$ cat config.mk
export PLATFORM = sky130hd
export DESIGN_NAME = nearest_track_id_assigner_flat
export DESIGN_NICKNAME = d
export VERILOG_FILES = /design/src/rtl/ntia_pkg.sv /design/src/rtl/ntia_if.sv /design/src/rtl/ntia_sq_unit.sv /design/src/rtl/ntia_cfg.sv /design/src/rtl/nearest_track_id_assigner.sv /design/src/flat_wrapper.sv
export SDC_FILE = /design/constraint.sdc
export NUM_CORES = 2
export LEC_CHECK = 0
export BUFFER_PORTS_ARGS = -buffer_cell sky130_fd_sc_hd__buf_2
export CAP_MARGIN = 0
export CORE_MARGIN = 2
export CORE_UTILIZATION = 55
export CTS_CLUSTER_DIAMETER = 40
export DETAILED_ROUTE_END_ITERATION = 8
export GPL_ROUTABILITY_DRIVEN = 1
export PLACE_DENSITY = 0.83
export SLEW_MARGIN = 10
export SYNTH_ARGS = -nofsm -noshare
export SYNTH_HDL_FRONTEND = slang
export SYNTH_HIERARCHICAL = 1
export SYNTH_SLANG_ARGS = --single-unit
$ cat constraint.sdc
create_clock -name clk -period 22.4 [get_ports clk]
set_clock_uncertainty 0.2 [all_clocks]
set_input_delay 2.24 -clock clk [delete_from_list [all_inputs] [get_ports clk]]
set_output_delay 2.24 -clock clk [all_outputs]
set_load 0.05 [all_outputs]
$ cat src/rtl/ntia_pkg.sv
// Shared constants, types and helpers for the nearest track ID assigner.
package ntia_pkg;

	// Table size and ID width
	localparam int NUM_TRACKS = 4;
	localparam int ID_BITS    = 16;

	localparam int IDX_W = (NUM_TRACKS > 1) ? $clog2(NUM_TRACKS) : 1;
	localparam int NV_W  = $clog2(NUM_TRACKS + 1);
	localparam int CNT_W = (NV_W > 4) ? NV_W : 4;

	// Configuration port
	localparam int ADDR_W    = 3;
	localparam int REG_IDX_W = 1;
	localparam logic [REG_IDX_W-1:0] REG_GATE  = 1'b0;
	localparam logic [REG_IDX_W-1:0] REG_DELAY = 1'b1;

	localparam logic [31:0] GATE_RESET  = 32'd250000;
	localparam logic [15:0] DELAY_RESET = 16'd2000;

	// Result status codes
	localparam logic [1:0] ST_MATCH   = 2'd0;
	localparam logic [1:0] ST_NEW     = 2'd1;
	localparam logic [1:0] ST_CLEARED = 2'd2;
	localparam logic [1:0] ST_FULL    = 2'd3;

	typedef logic [ID_BITS-1:0] id_t;
	typedef logic [IDX_W-1:0]   idx_t;

	typedef struct packed {
		logic [31:0] gate_dist_sq;
		logic [15:0] prune_delay_ms;
	} cfg_t;

	// Low 16 bits of an ID, zero-extended when IDs are narrower
	function automatic logic [15:0] to_track_id(input id_t id);
		logic [31:0] w;
		w = 32'(id);
		return w[15:0];
	endfunction

endpackage

$ cat src/rtl/ntia_if.sv
// Measurement and result channel interfaces.
interface ntia_in_if;
	logic               valid;
	logic               ready;
	logic signed [15:0] pos_x;
	logic signed [15:0] pos_y;
	logic        [3:0]  person_count;
	logic        [31:0] now_ms;

	modport source (output valid, pos_x, pos_y, person_count, now_ms, input ready);
	modport sink   (input valid, pos_x, pos_y, person_count, now_ms, output ready);
endinterface

interface ntia_out_if;
	logic        valid;
	logic        ready;
	logic [15:0] track_id;
	logic [1:0]  status;

	modport source (output valid, track_id, status, input ready);
	modport sink   (input valid, track_id, status, output ready);
endinterface

$ cat src/rtl/ntia_sq_unit.sv
// Shared difference-squarer: one registered (a - b)^2 per cycle.
module ntia_sq_unit (
	input  logic               clk,
	input  logic signed [15:0] a,
	input  logic signed [15:0] b,
	output logic        [31:0] sq_s1
);
	logic signed [16:0] diff;
	logic signed [33:0] prod;

	// |a - b| <= 65535, so the square fits in 32 bits
	assign diff = 17'(a) - 17'(b);
	assign prod = diff * diff;

	always_ff @(posedge clk) begin
		sq_s1 <= prod[31:0];
	end
endmodule

$ cat src/rtl/ntia_cfg.sv
// APB-style configuration registers: gate distance and pruning delay.
module ntia_cfg (
	input  logic                       clk,
	input  logic                       arst_n,
	input  logic                       psel,
	input  logic                       penable,
	input  logic                       pwrite,
	input  logic [ntia_pkg::ADDR_W-1:0] paddr,
	input  logic [31:0]                pwdata,
	output logic [31:0]                prdata,
	output logic                       pready,
	output ntia_pkg::cfg_t             cfg
);
	import ntia_pkg::*;

	logic [REG_IDX_W-1:0] reg_idx;
	logic                 wr_en;
	logic [31:0]          gate_q;
	logic [15:0]          delay_q;

	assign reg_idx = paddr[2 +: REG_IDX_W];
	assign wr_en   = psel && penable && pwrite;
	assign pready  = 1'b1;

	// Register writes
	always_ff @(posedge clk or negedge arst_n) begin
		if (!arst_n) begin
			gate_q  <= GATE_RESET;
			delay_q <= DELAY_RESET;
		end else if (wr_en) begin
			unique case (reg_idx)
				REG_GATE:  gate_q  <= pwdata;
				REG_DELAY: delay_q <= pwdata[15:0];
				default: ;
			endcase
		end
	end

	// Read back
	always_comb begin
		unique case (reg_idx)
			REG_GATE:  prdata = gate_q;
			REG_DELAY: prdata = {16'd0, delay_q};
			default:   prdata = 32'd0;
		endcase
	end

	assign cfg.gate_dist_sq   = gate_q;
	assign cfg.prune_delay_ms = delay_q;
endmodule

$ cat src/rtl/nearest_track_id_assigner.sv
// Items are accepted only while idle, so the block works on one item at a time.
// When the pruning timer has expired, an age scan and a prune step precede the
// distance scan; a zero count clears every entry instead. The distance scan runs
// through the single shared squarer in states S_SQX, S_SQY and S_ACC per table entry.
// Reset (asynchronous, active low) empties the table, IDs restart at the entry
// index and the registers return to gate 250000 mm^2 and delay 2000 ms.
module nearest_track_id_assigner (
	input  logic                        clk,
	input  logic                        arst_n,
	ntia_in_if.sink                     meas,
	ntia_out_if.source                  res,
	input  logic                        psel,
	input  logic                        penable,
	input  logic                        pwrite,
	input  logic [ntia_pkg::ADDR_W-1:0] paddr,
	input  logic [31:0]                 pwdata,
	output logic [31:0]                 prdata,
	output logic                        pready
);
	import ntia_pkg::*;

	// Sequencer states
	localparam logic [3:0] S_IDLE = 4'd0;
	localparam logic [3:0] S_CLR  = 4'd1;
	localparam logic [3:0] S_PRE  = 4'd2;
	localparam logic [3:0] S_TMR  = 4'd3;
	localparam logic [3:0] S_AGE  = 4'd4;
	localparam logic [3:0] S_PRN  = 4'd5;
	localparam logic [3:0] S_SQX  = 4'd6;
	localparam logic [3:0] S_SQY  = 4'd7;
	localparam logic [3:0] S_ACC  = 4'd8;
	localparam logic [3:0] S_SEL  = 4'd9;
	localparam logic [3:0] S_OUT  = 4'd10;

	localparam idx_t LAST_IDX = IDX_W'(NUM_TRACKS - 1);

	cfg_t cfg;

	logic [3:0] state_q;
	idx_t       idx_q;

	// Latched item
	logic signed [15:0] px_q;
	logic signed [15:0] py_q;
	logic [3:0]         count_q;
	logic [31:0]        now_q;

	// Track table
	id_t                entry_id_q    [NUM_TRACKS];
	logic signed [15:0] entry_x_q     [NUM_TRACKS];
	logic signed [15:0] entry_y_q     [NUM_TRACKS];
	logic               entry_valid_q [NUM_TRACKS];
	logic [31:0]        entry_time_q  [NUM_TRACKS];
	id_t                fresh_id_q;

	// Pruning timer
	logic [3:0]  last_count_q;
	logic        prune_active_q;
	logic [7:0]  prune_pending_q;
	logic [31:0] prune_start_q;

	// Scan registers
	logic [CNT_W-1:0] nv_q;
	logic             oldest_found_q;
	idx_t             oldest_q;
	logic [31:0]      oldest_age_q;
	logic [31:0]      acc_q;
	logic             best_found_q;
	idx_t             best_q;
	logic [32:0]      best_d_q;
	logic             free_found_q;
	idx_t             free_q;

	// Pending and output result
	logic [15:0] pend_id_q;
	logic [1:0]  pend_status_q;
	logic        res_valid_q;
	logic [15:0] res_id_q;
	logic [1:0]  res_status_q;

	logic signed [15:0] sq_a;
	logic signed [15:0] sq_b;
	logic [31:0]        sq_s1;
	logic [32:0]        dist_sum;
	logic [31:0]        age;
	logic               expired;
	logic               sel_hit;
	idx_t               sel_idx;
	logic [1:0]         sel_status;
	logic               accept;

	ntia_cfg u_cfg (
		.clk     (clk),
		.arst_n  (arst_n),
		.psel    (psel),
		.penable (penable),
		.pwrite  (pwrite),
		.paddr   (paddr),
		.pwdata  (pwdata),
		.prdata  (prdata),
		.pready  (pready),
		.cfg     (cfg)
	);

	// Operand select for the shared squarer: x pass, then y pass
	assign sq_a = (state_q == S_SQX) ? entry_x_q[idx_q] : entry_y_q[idx_q];
	assign sq_b = (state_q == S_SQX) ? px_q : py_q;

	ntia_sq_unit u_sq (
		.clk   (clk),
		.a     (sq_a),
		.b     (sq_b),
		.sq_s1 (sq_s1)
	);

	assign dist_sum = {1'b0, acc_q} + {1'b0, sq_s1};
	assign age      = now_q - entry_time_q[idx_q];
	assign expired  = prune_active_q && ((now_q - prune_start_q) > {16'd0, cfg.prune_delay_ms});

	assign meas.ready   = (state_q == S_IDLE);
	assign accept       = meas.valid && meas.ready;
	assign res.valid    = res_valid_q;
	assign res.track_id = res_id_q;
	assign res.status   = res_status_q;

	// Entry choice after the scan
	always_comb begin
		sel_hit    = 1'b0;
		sel_idx    = best_q;
		sel_status = ST_MATCH;
		priority if (best_found_q && (best_d_q < {1'b0, cfg.gate_dist_sq})) begin
			sel_hit = 1'b1;
		end else if (nv_q < CNT_W'(count_q)) begin
			sel_hit    = free_found_q;
			sel_idx    = free_q;
			sel_status = free_found_q ? ST_NEW : ST_FULL;
		end else begin
			sel_hit = best_found_q;
			if (!best_found_q) sel_status = ST_FULL;
		end
	end

	// Sequencer, table and timer
	always_ff @(posedge clk or negedge arst_n) begin
		if (!arst_n) begin
			state_q         <= S_IDLE;
			idx_q           <= '0;
			for (int i = 0; i < NUM_TRACKS; i++) begin
				entry_id_q[i]    <= ID_BITS'(i);
				entry_x_q[i]     <= '0;
				entry_y_q[i]     <= '0;
				entry_valid_q[i] <= 1'b0;
				entry_time_q[i]  <= '0;
			end
			fresh_id_q      <= ID_BITS'(NUM_TRACKS);
			last_count_q    <= '0;
			prune_active_q  <= 1'b0;
			prune_pending_q <= '0;
			prune_start_q   <= '0;
			res_valid_q     <= 1'b0;
		end else begin
			// result taken; S_OUT reloads it itself
			if (res_valid_q && res.ready && (state_q != S_OUT)) res_valid_q <= 1'b0;

			unique case (state_q)
				S_IDLE: begin
					if (accept) begin
						idx_q <= '0;
						if (meas.person_count == 4'd0) begin
							last_count_q    <= '0;
							prune_active_q  <= 1'b0;
							prune_pending_q <= '0;
							state_q         <= S_CLR;
						end else begin
							state_q <= S_PRE;
						end
					end
				end
				// Free every entry under fresh IDs
				S_CLR: begin
					entry_id_q[idx_q]    <= fresh_id_q;
					fresh_id_q           <= fresh_id_q + 1'b1;
					entry_x_q[idx_q]     <= '0;
					entry_y_q[idx_q]     <= '0;
					entry_valid_q[idx_q] <= 1'b0;
					entry_time_q[idx_q]  <= now_q;
					idx_q                <= idx_q + 1'b1;
					if (idx_q == LAST_IDX) begin
						pend_id_q     <= 16'd0;
						pend_status_q <= ST_CLEARED;
						state_q       <= S_OUT;
					end
				end
				// Count drop starts the timer
				S_PRE: begin
					if (count_q < last_count_q) begin
						if (!prune_active_q) prune_start_q <= now_q;
						prune_active_q <= 1'b1;
						if (prune_pending_q != 8'hFF) prune_pending_q <= prune_pending_q + 1'b1;
					end
					last_count_q <= count_q;
					state_q      <= S_TMR;
				end
				S_TMR: begin
					idx_q          <= '0;
					nv_q           <= '0;
					oldest_found_q <= 1'b0;
					state_q        <= expired ? S_AGE : S_SQX;
				end
				// Oldest valid entry, first on ties
				S_AGE: begin
					if (entry_valid_q[idx_q]) begin
						nv_q <= nv_q + 1'b1;
						if (!oldest_found_q || (age > oldest_age_q)) begin
							oldest_found_q <= 1'b1;
							oldest_q       <= idx_q;
							oldest_age_q   <= age;
						end
					end
					idx_q <= idx_q + 1'b1;
					if (idx_q == LAST_IDX) state_q <= S_PRN;
				end
				S_PRN: begin
					if (nv_q > CNT_W'(count_q)) begin
						entry_id_q[oldest_q]    <= fresh_id_q;
						fresh_id_q              <= fresh_id_q + 1'b1;
						entry_x_q[oldest_q]     <= '0;
						entry_y_q[oldest_q]     <= '0;
						entry_valid_q[oldest_q] <= 1'b0;
						entry_time_q[oldest_q]  <= now_q;
						if (prune_pending_q == 8'd0) prune_active_q <= 1'b0;
						else prune_pending_q <= prune_pending_q - 1'b1;
					end else begin
						prune_pending_q <= '0;
						prune_active_q  <= 1'b0;
					end
					idx_q   <= '0;
					nv_q    <= '0;
					state_q <= S_SQX;
				end
				S_SQX: begin
					if (idx_q == '0) begin
						best_found_q <= 1'b0;
						free_found_q <= 1'b0;
					end
					state_q <= S_SQY;
				end
				S_SQY: begin
					acc_q   <= sq_s1;
					state_q <= S_ACC;
				end
				// Nearest valid entry and first free entry
				S_ACC: begin
					if (entry_valid_q[idx_q]) begin
						nv_q <= nv_q + 1'b1;
						if (!best_found_q || (dist_sum < best_d_q)) begin
							best_found_q <= 1'b1;
							best_q       <= idx_q;
							best_d_q     <= dist_sum;
						end
					end else if (!free_found_q) begin
						free_found_q <= 1'b1;
						free_q       <= idx_q;
					end
					idx_q   <= idx_q + 1'b1;
					state_q <= (idx_q == LAST_IDX) ? S_SEL : S_SQX;
				end
				S_SEL: begin
					if (sel_hit) begin
						entry_x_q[sel_idx]     <= px_q;
						entry_y_q[sel_idx]     <= py_q;
						entry_valid_q[sel_idx] <= 1'b1;
						entry_time_q[sel_idx]  <= now_q;
						pend_id_q              <= to_track_id(entry_id_q[sel_idx]);
					end else begin
						pend_id_q <= 16'd0;
					end
					pend_status_q <= sel_status;
					state_q       <= S_OUT;
				end
				S_OUT: begin
					if (!res_valid_q || res.ready) begin
						res_valid_q <= 1'b1;
						state_q     <= S_IDLE;
					end
				end
				default: state_q <= S_IDLE;
			endcase
		end
	end

	// Payload registers
	always_ff @(posedge clk) begin
		if (accept) begin
			px_q    <= meas.pos_x;
			py_q    <= meas.pos_y;
			count_q <= meas.person_count;
			now_q   <= meas.now_ms;
		end
		if ((state_q == S_OUT) && (!res_valid_q || res.ready)) begin
			res_id_q     <= pend_id_q;
			res_status_q <= pend_status_q;
		end
	end
endmodule

$ cat src/flat_wrapper.sv
// flat-port wrapper written by rule: the top's interface ports become plain ports
module nearest_track_id_assigner_flat import ntia_pkg::*;
  (clk, arst_n, psel, penable, pwrite, paddr, pwdata, prdata, pready, meas_valid, meas_pos_x, meas_pos_y, meas_person_count, meas_now_ms, meas_ready, res_valid, res_track_id, res_status, res_ready);
  ntia_in_if meas_i ();
  ntia_out_if res_i ();
  input  logic clk;
  input  logic arst_n;
  input  logic psel;
  input  logic penable;
  input  logic pwrite;
  input  logic [ntia_pkg::ADDR_W-1:0] paddr;
  input  logic [31:0] pwdata;
  output logic [31:0] prdata;
  output logic pready;
  input wire logic [$bits(meas_i.valid)-1:0] meas_valid;
  input wire logic [$bits(meas_i.pos_x)-1:0] meas_pos_x;
  input wire logic [$bits(meas_i.pos_y)-1:0] meas_pos_y;
  input wire logic [$bits(meas_i.person_count)-1:0] meas_person_count;
  input wire logic [$bits(meas_i.now_ms)-1:0] meas_now_ms;
  output wire logic [$bits(meas_i.ready)-1:0] meas_ready;
  output wire logic [$bits(res_i.valid)-1:0] res_valid;
  output wire logic [$bits(res_i.track_id)-1:0] res_track_id;
  output wire logic [$bits(res_i.status)-1:0] res_status;
  input wire logic [$bits(res_i.ready)-1:0] res_ready;
  assign meas_i.valid = meas_valid;
  assign meas_i.pos_x = meas_pos_x;
  assign meas_i.pos_y = meas_pos_y;
  assign meas_i.person_count = meas_person_count;
  assign meas_i.now_ms = meas_now_ms;
  assign meas_ready = meas_i.ready;
  assign res_valid = res_i.valid;
  assign res_track_id = res_i.track_id;
  assign res_status = res_i.status;
  assign res_i.ready = res_ready;
  nearest_track_id_assigner u_core (.clk(clk), .arst_n(arst_n), .meas(meas_i), .res(res_i), .psel(psel), .penable(penable), .pwrite(pwrite), .paddr(paddr), .pwdata(pwdata), .prdata(prdata), .pready(pready));
endmodule
==> run summary <==
area of the die = 84200 um2
number of buffers created by CTS = 95
DRC violation total after the first TritonRoute iteration = 2405
vias per cell = 5.91
global placer's final weighted congestion = 0.900
Final Non-Filler Cells = 5297
source-to-sink clock delay at the later pin of the worst-skew pair = 690 ps
number of stages on the worst hold path = 0
maximum root-to-sink buffer count = 3
NumNets Final = 4840
proportion of synthesized chip area in sequential cells = 0.402
most common cell type on the critical path = fa_1
dpl hpwl = 74300 um
RSZ-0062 raised after global routing = no
aggregate global routing overflow = 0
tightest slew margin relative to the limit = 0.243
fin crit share = 0.497
number of clock sinks = 685
Hold Path Origin = u_core/pend_id_q[0]
Critical Path Source = u_core/idx_q[0]
number of filler instances in the final layout = 6032
global-route wire length before repair = 173000 um
endpoint arrival time on the critical path = 11540 ps
total number of H-tree levels = 3
TritonCTS clock tree = yes
Synth async-reset ratio = 0.642
starting density of the core = 0.557
Die Y = 290 um
number of distinct library cells after synthesis = 100
Critical-path top delay cell = dfrtp_4
number of warnings reported in the yosys synthesis log = 6
source of the worst register-to-register timing path = u_core/idx_q[0]
area overhead of the layout relative to synthesis = 11.7%
EDFF count, synth = 214
internal reg-to-reg setup slack = 11270 ps
post-CTS setup repair buffer count = 0
via count = 31.3k
layout cell share with drive strength beyond 1 = 0.182
number of global-route vias before repair = 32.8k
antenna violation net count after detailed routing = 0
upper clock frequency limit = 89.8 MHz
flops & latches, synth = 685
Syn Nets = 4688
storage element area = 18100 um2
status = finished, final reports clean
total of max-cap violations = 0
final sum of negative setup slack = 0 ps
Core Footprint = 80800 um2
Main synth FF type = dfrtp_1
Final Critical Period = 11130 ps
type of the worst setup path = reg2reg
logic depth of the worst register-to-register path = 30
endpoint of the worst-slack reg-to-reg timing path = u_core/u_sq/sq_s1[29]
destination of the critical timing path = u_core/u_sq/sq_s1[29]
clock-pin slew on the worst setup and hold paths = 60 ps
quantity of hold-fixing buffers added after cts = 0
combined global-route utilization of all metal layers = 0.256
post-CTS sizing = 0
critical path capture point type = register
cell row count = 104
type of element launching the critical path = register
Ports = 163
data required time at the worst endpoint = 22810 ps
Post-Synthesis Mean Instance Area = 11.3 um2
Worst-Margin Slew = 1140 ps
DP Cell Count = 5116
largest incremental delay on the critical path = 920 ps
summed instance area of the synthesized netlist = 45000 um2
total area of multi-input combinational cells = 24300 um2
setup-violating endpoint count in the final report = 0
average wire length per cell after detail routing = 20.2 um
critical path depth = 30
width of the chip = 290 um
DR DRC count = 0
Top Family by Delay on Critical Path = adder cells
Pre-Repair DR Iteration Count = 6
count of port buffers added during placement = 159
Min-Delay Path Class = reg2reg
maximum number of pins on one net before global-route repair = 170
antenna violations before repair = 2
wire length after detailed routing = 107000 um
Root Buffer Master = clkbuf_16
cell count after synthesis = 4001
final slew viol count = 0
Max Fanout on Critical Path = 39
WP buf/inv = 5
final count of hold timing violations = 0
smallest hold slack = 217 ps
[flip-flops by register name (all words and copies together) (netlist names), 31 cells and up]
register              cells
u_core/acc_q             32
u_core/best_d_q          33
u_core/entry_id_q        64
u_core/entry_time_q     128
u_core/entry_x_q         64
u_core/entry_y_q         64
u_core/now_q             32
u_core/oldest_age_q      32
u_core/prune_start_q     32
u_core/u_cfg/gate_q      32
u_core/u_sq/sq_s1        31
[cell usage after synthesis, types with 65 or more instances]
cell type	count	area [um2]
a22o_1	134	1170
o21ai_0	165	826
mux4_2	65	1460
inv_1	562	2110
edfxtp_1	214	6430
nor2_1	215	807
nand2_1	249	935
fa_1	261	5230
a21o_1	81	608
dfrtp_1	422	10600
ha_1	316	3950
xnor2_1	101	885
a21oi_1	189	946
mux2_2	240	2700
clkbuf_1	68	255
[cell type report]
type,count,area share
diodes,1,0.0000498
clock buffers,110,0.0500
clock inverters,70,0.0179
inverters,568,0.0424
multi-input cells,2613,0.482
flip-flops and latches,685,0.360
well taps,1060,0.0264
repair buffers,190,0.0212
[worst min-delay path by stage]
stage          slack, ps                      end
3_3_place_gp         200  u_core/res.track_id[14]
5_1_grt              230   u_core/res.track_id[7]
4_1_cts              220   u_core/res.track_id[0]
3_5_place_dp         200   u_core/res.track_id[0]
6_report             220   u_core/res.track_id[0]
2_1_floorplan        200     u_core/res.status[0]
[cells by family (layout without fill, tap and decap cells)]
| group | Yosys count | in the layout | synth area share |
|---|---|---|---|
| xor gates and xnor gates | 139 | 139 | 0.0278 |
| buffers and inverters | 703 | 938 | 0.0617 |
| adders and majority gates | 578 | 578 | 0.204 |
| and+or+nand+nor | 760 | 760 | 0.0799 |
| muxes | 356 | 356 | 0.108 |
| other | 2 | 3 | 0.000167 |
| AOI/OAI and AO/OA | 778 | 778 | 0.117 |
| DFF | 685 | 685 | 0.402 |
[per-layer routing]
layer  vias up  track usage  wire (um)
met5         -            0         13
met4         2        0.105       4170
met3       242       0.0398       7120
met2      1208        0.430      51800
met1     15700        0.333      43800
li1      14200            -          -
[layout by cell type, fill, tap and decap left out, drive strengths merged, types with 10 or more instances in the layout]
master	instances
inv	588
dfrtp	422
ha	316
mux2	283
fa	261
nand2	249
nor2	216
edfxtp	214
a21oi	190
buf	190
o21ai	169
a22o	134
clkbuf	110
xnor2	102
a21o	81
mux4	65
nor2b	49
nor3	43
nand3	40
nand4	38
xor2	37
a22oi	34
nand2b	33
clkinv	32
o21a	31
dfxtp	31
and3	27
a211oi	18
dfstp	18
or2	15
o211ai	13
or3	12
a31oi	12
nor4	11
o21bai	10
a2111oi	10
[stage by stage]
| stage | setup WS, ps | utilization | area (um2) |
|---|---|---|---|
| detailed placement | 11360 | 0.580 | 46900 |
| global placement | 11450 | 0.580 | 46900 |
| CTS | 11290 | 0.622 | 50300 |
| floorplan | 13280 | - | 45000 |
| global route | 10670 | 0.622 | 50300 |
| finish | 11270 | 0.622 | 50300 |
Power is left out: the tool's default activity adds up to more than one toggle a clock period on the data nets, which glitch-free logic cannot reach.
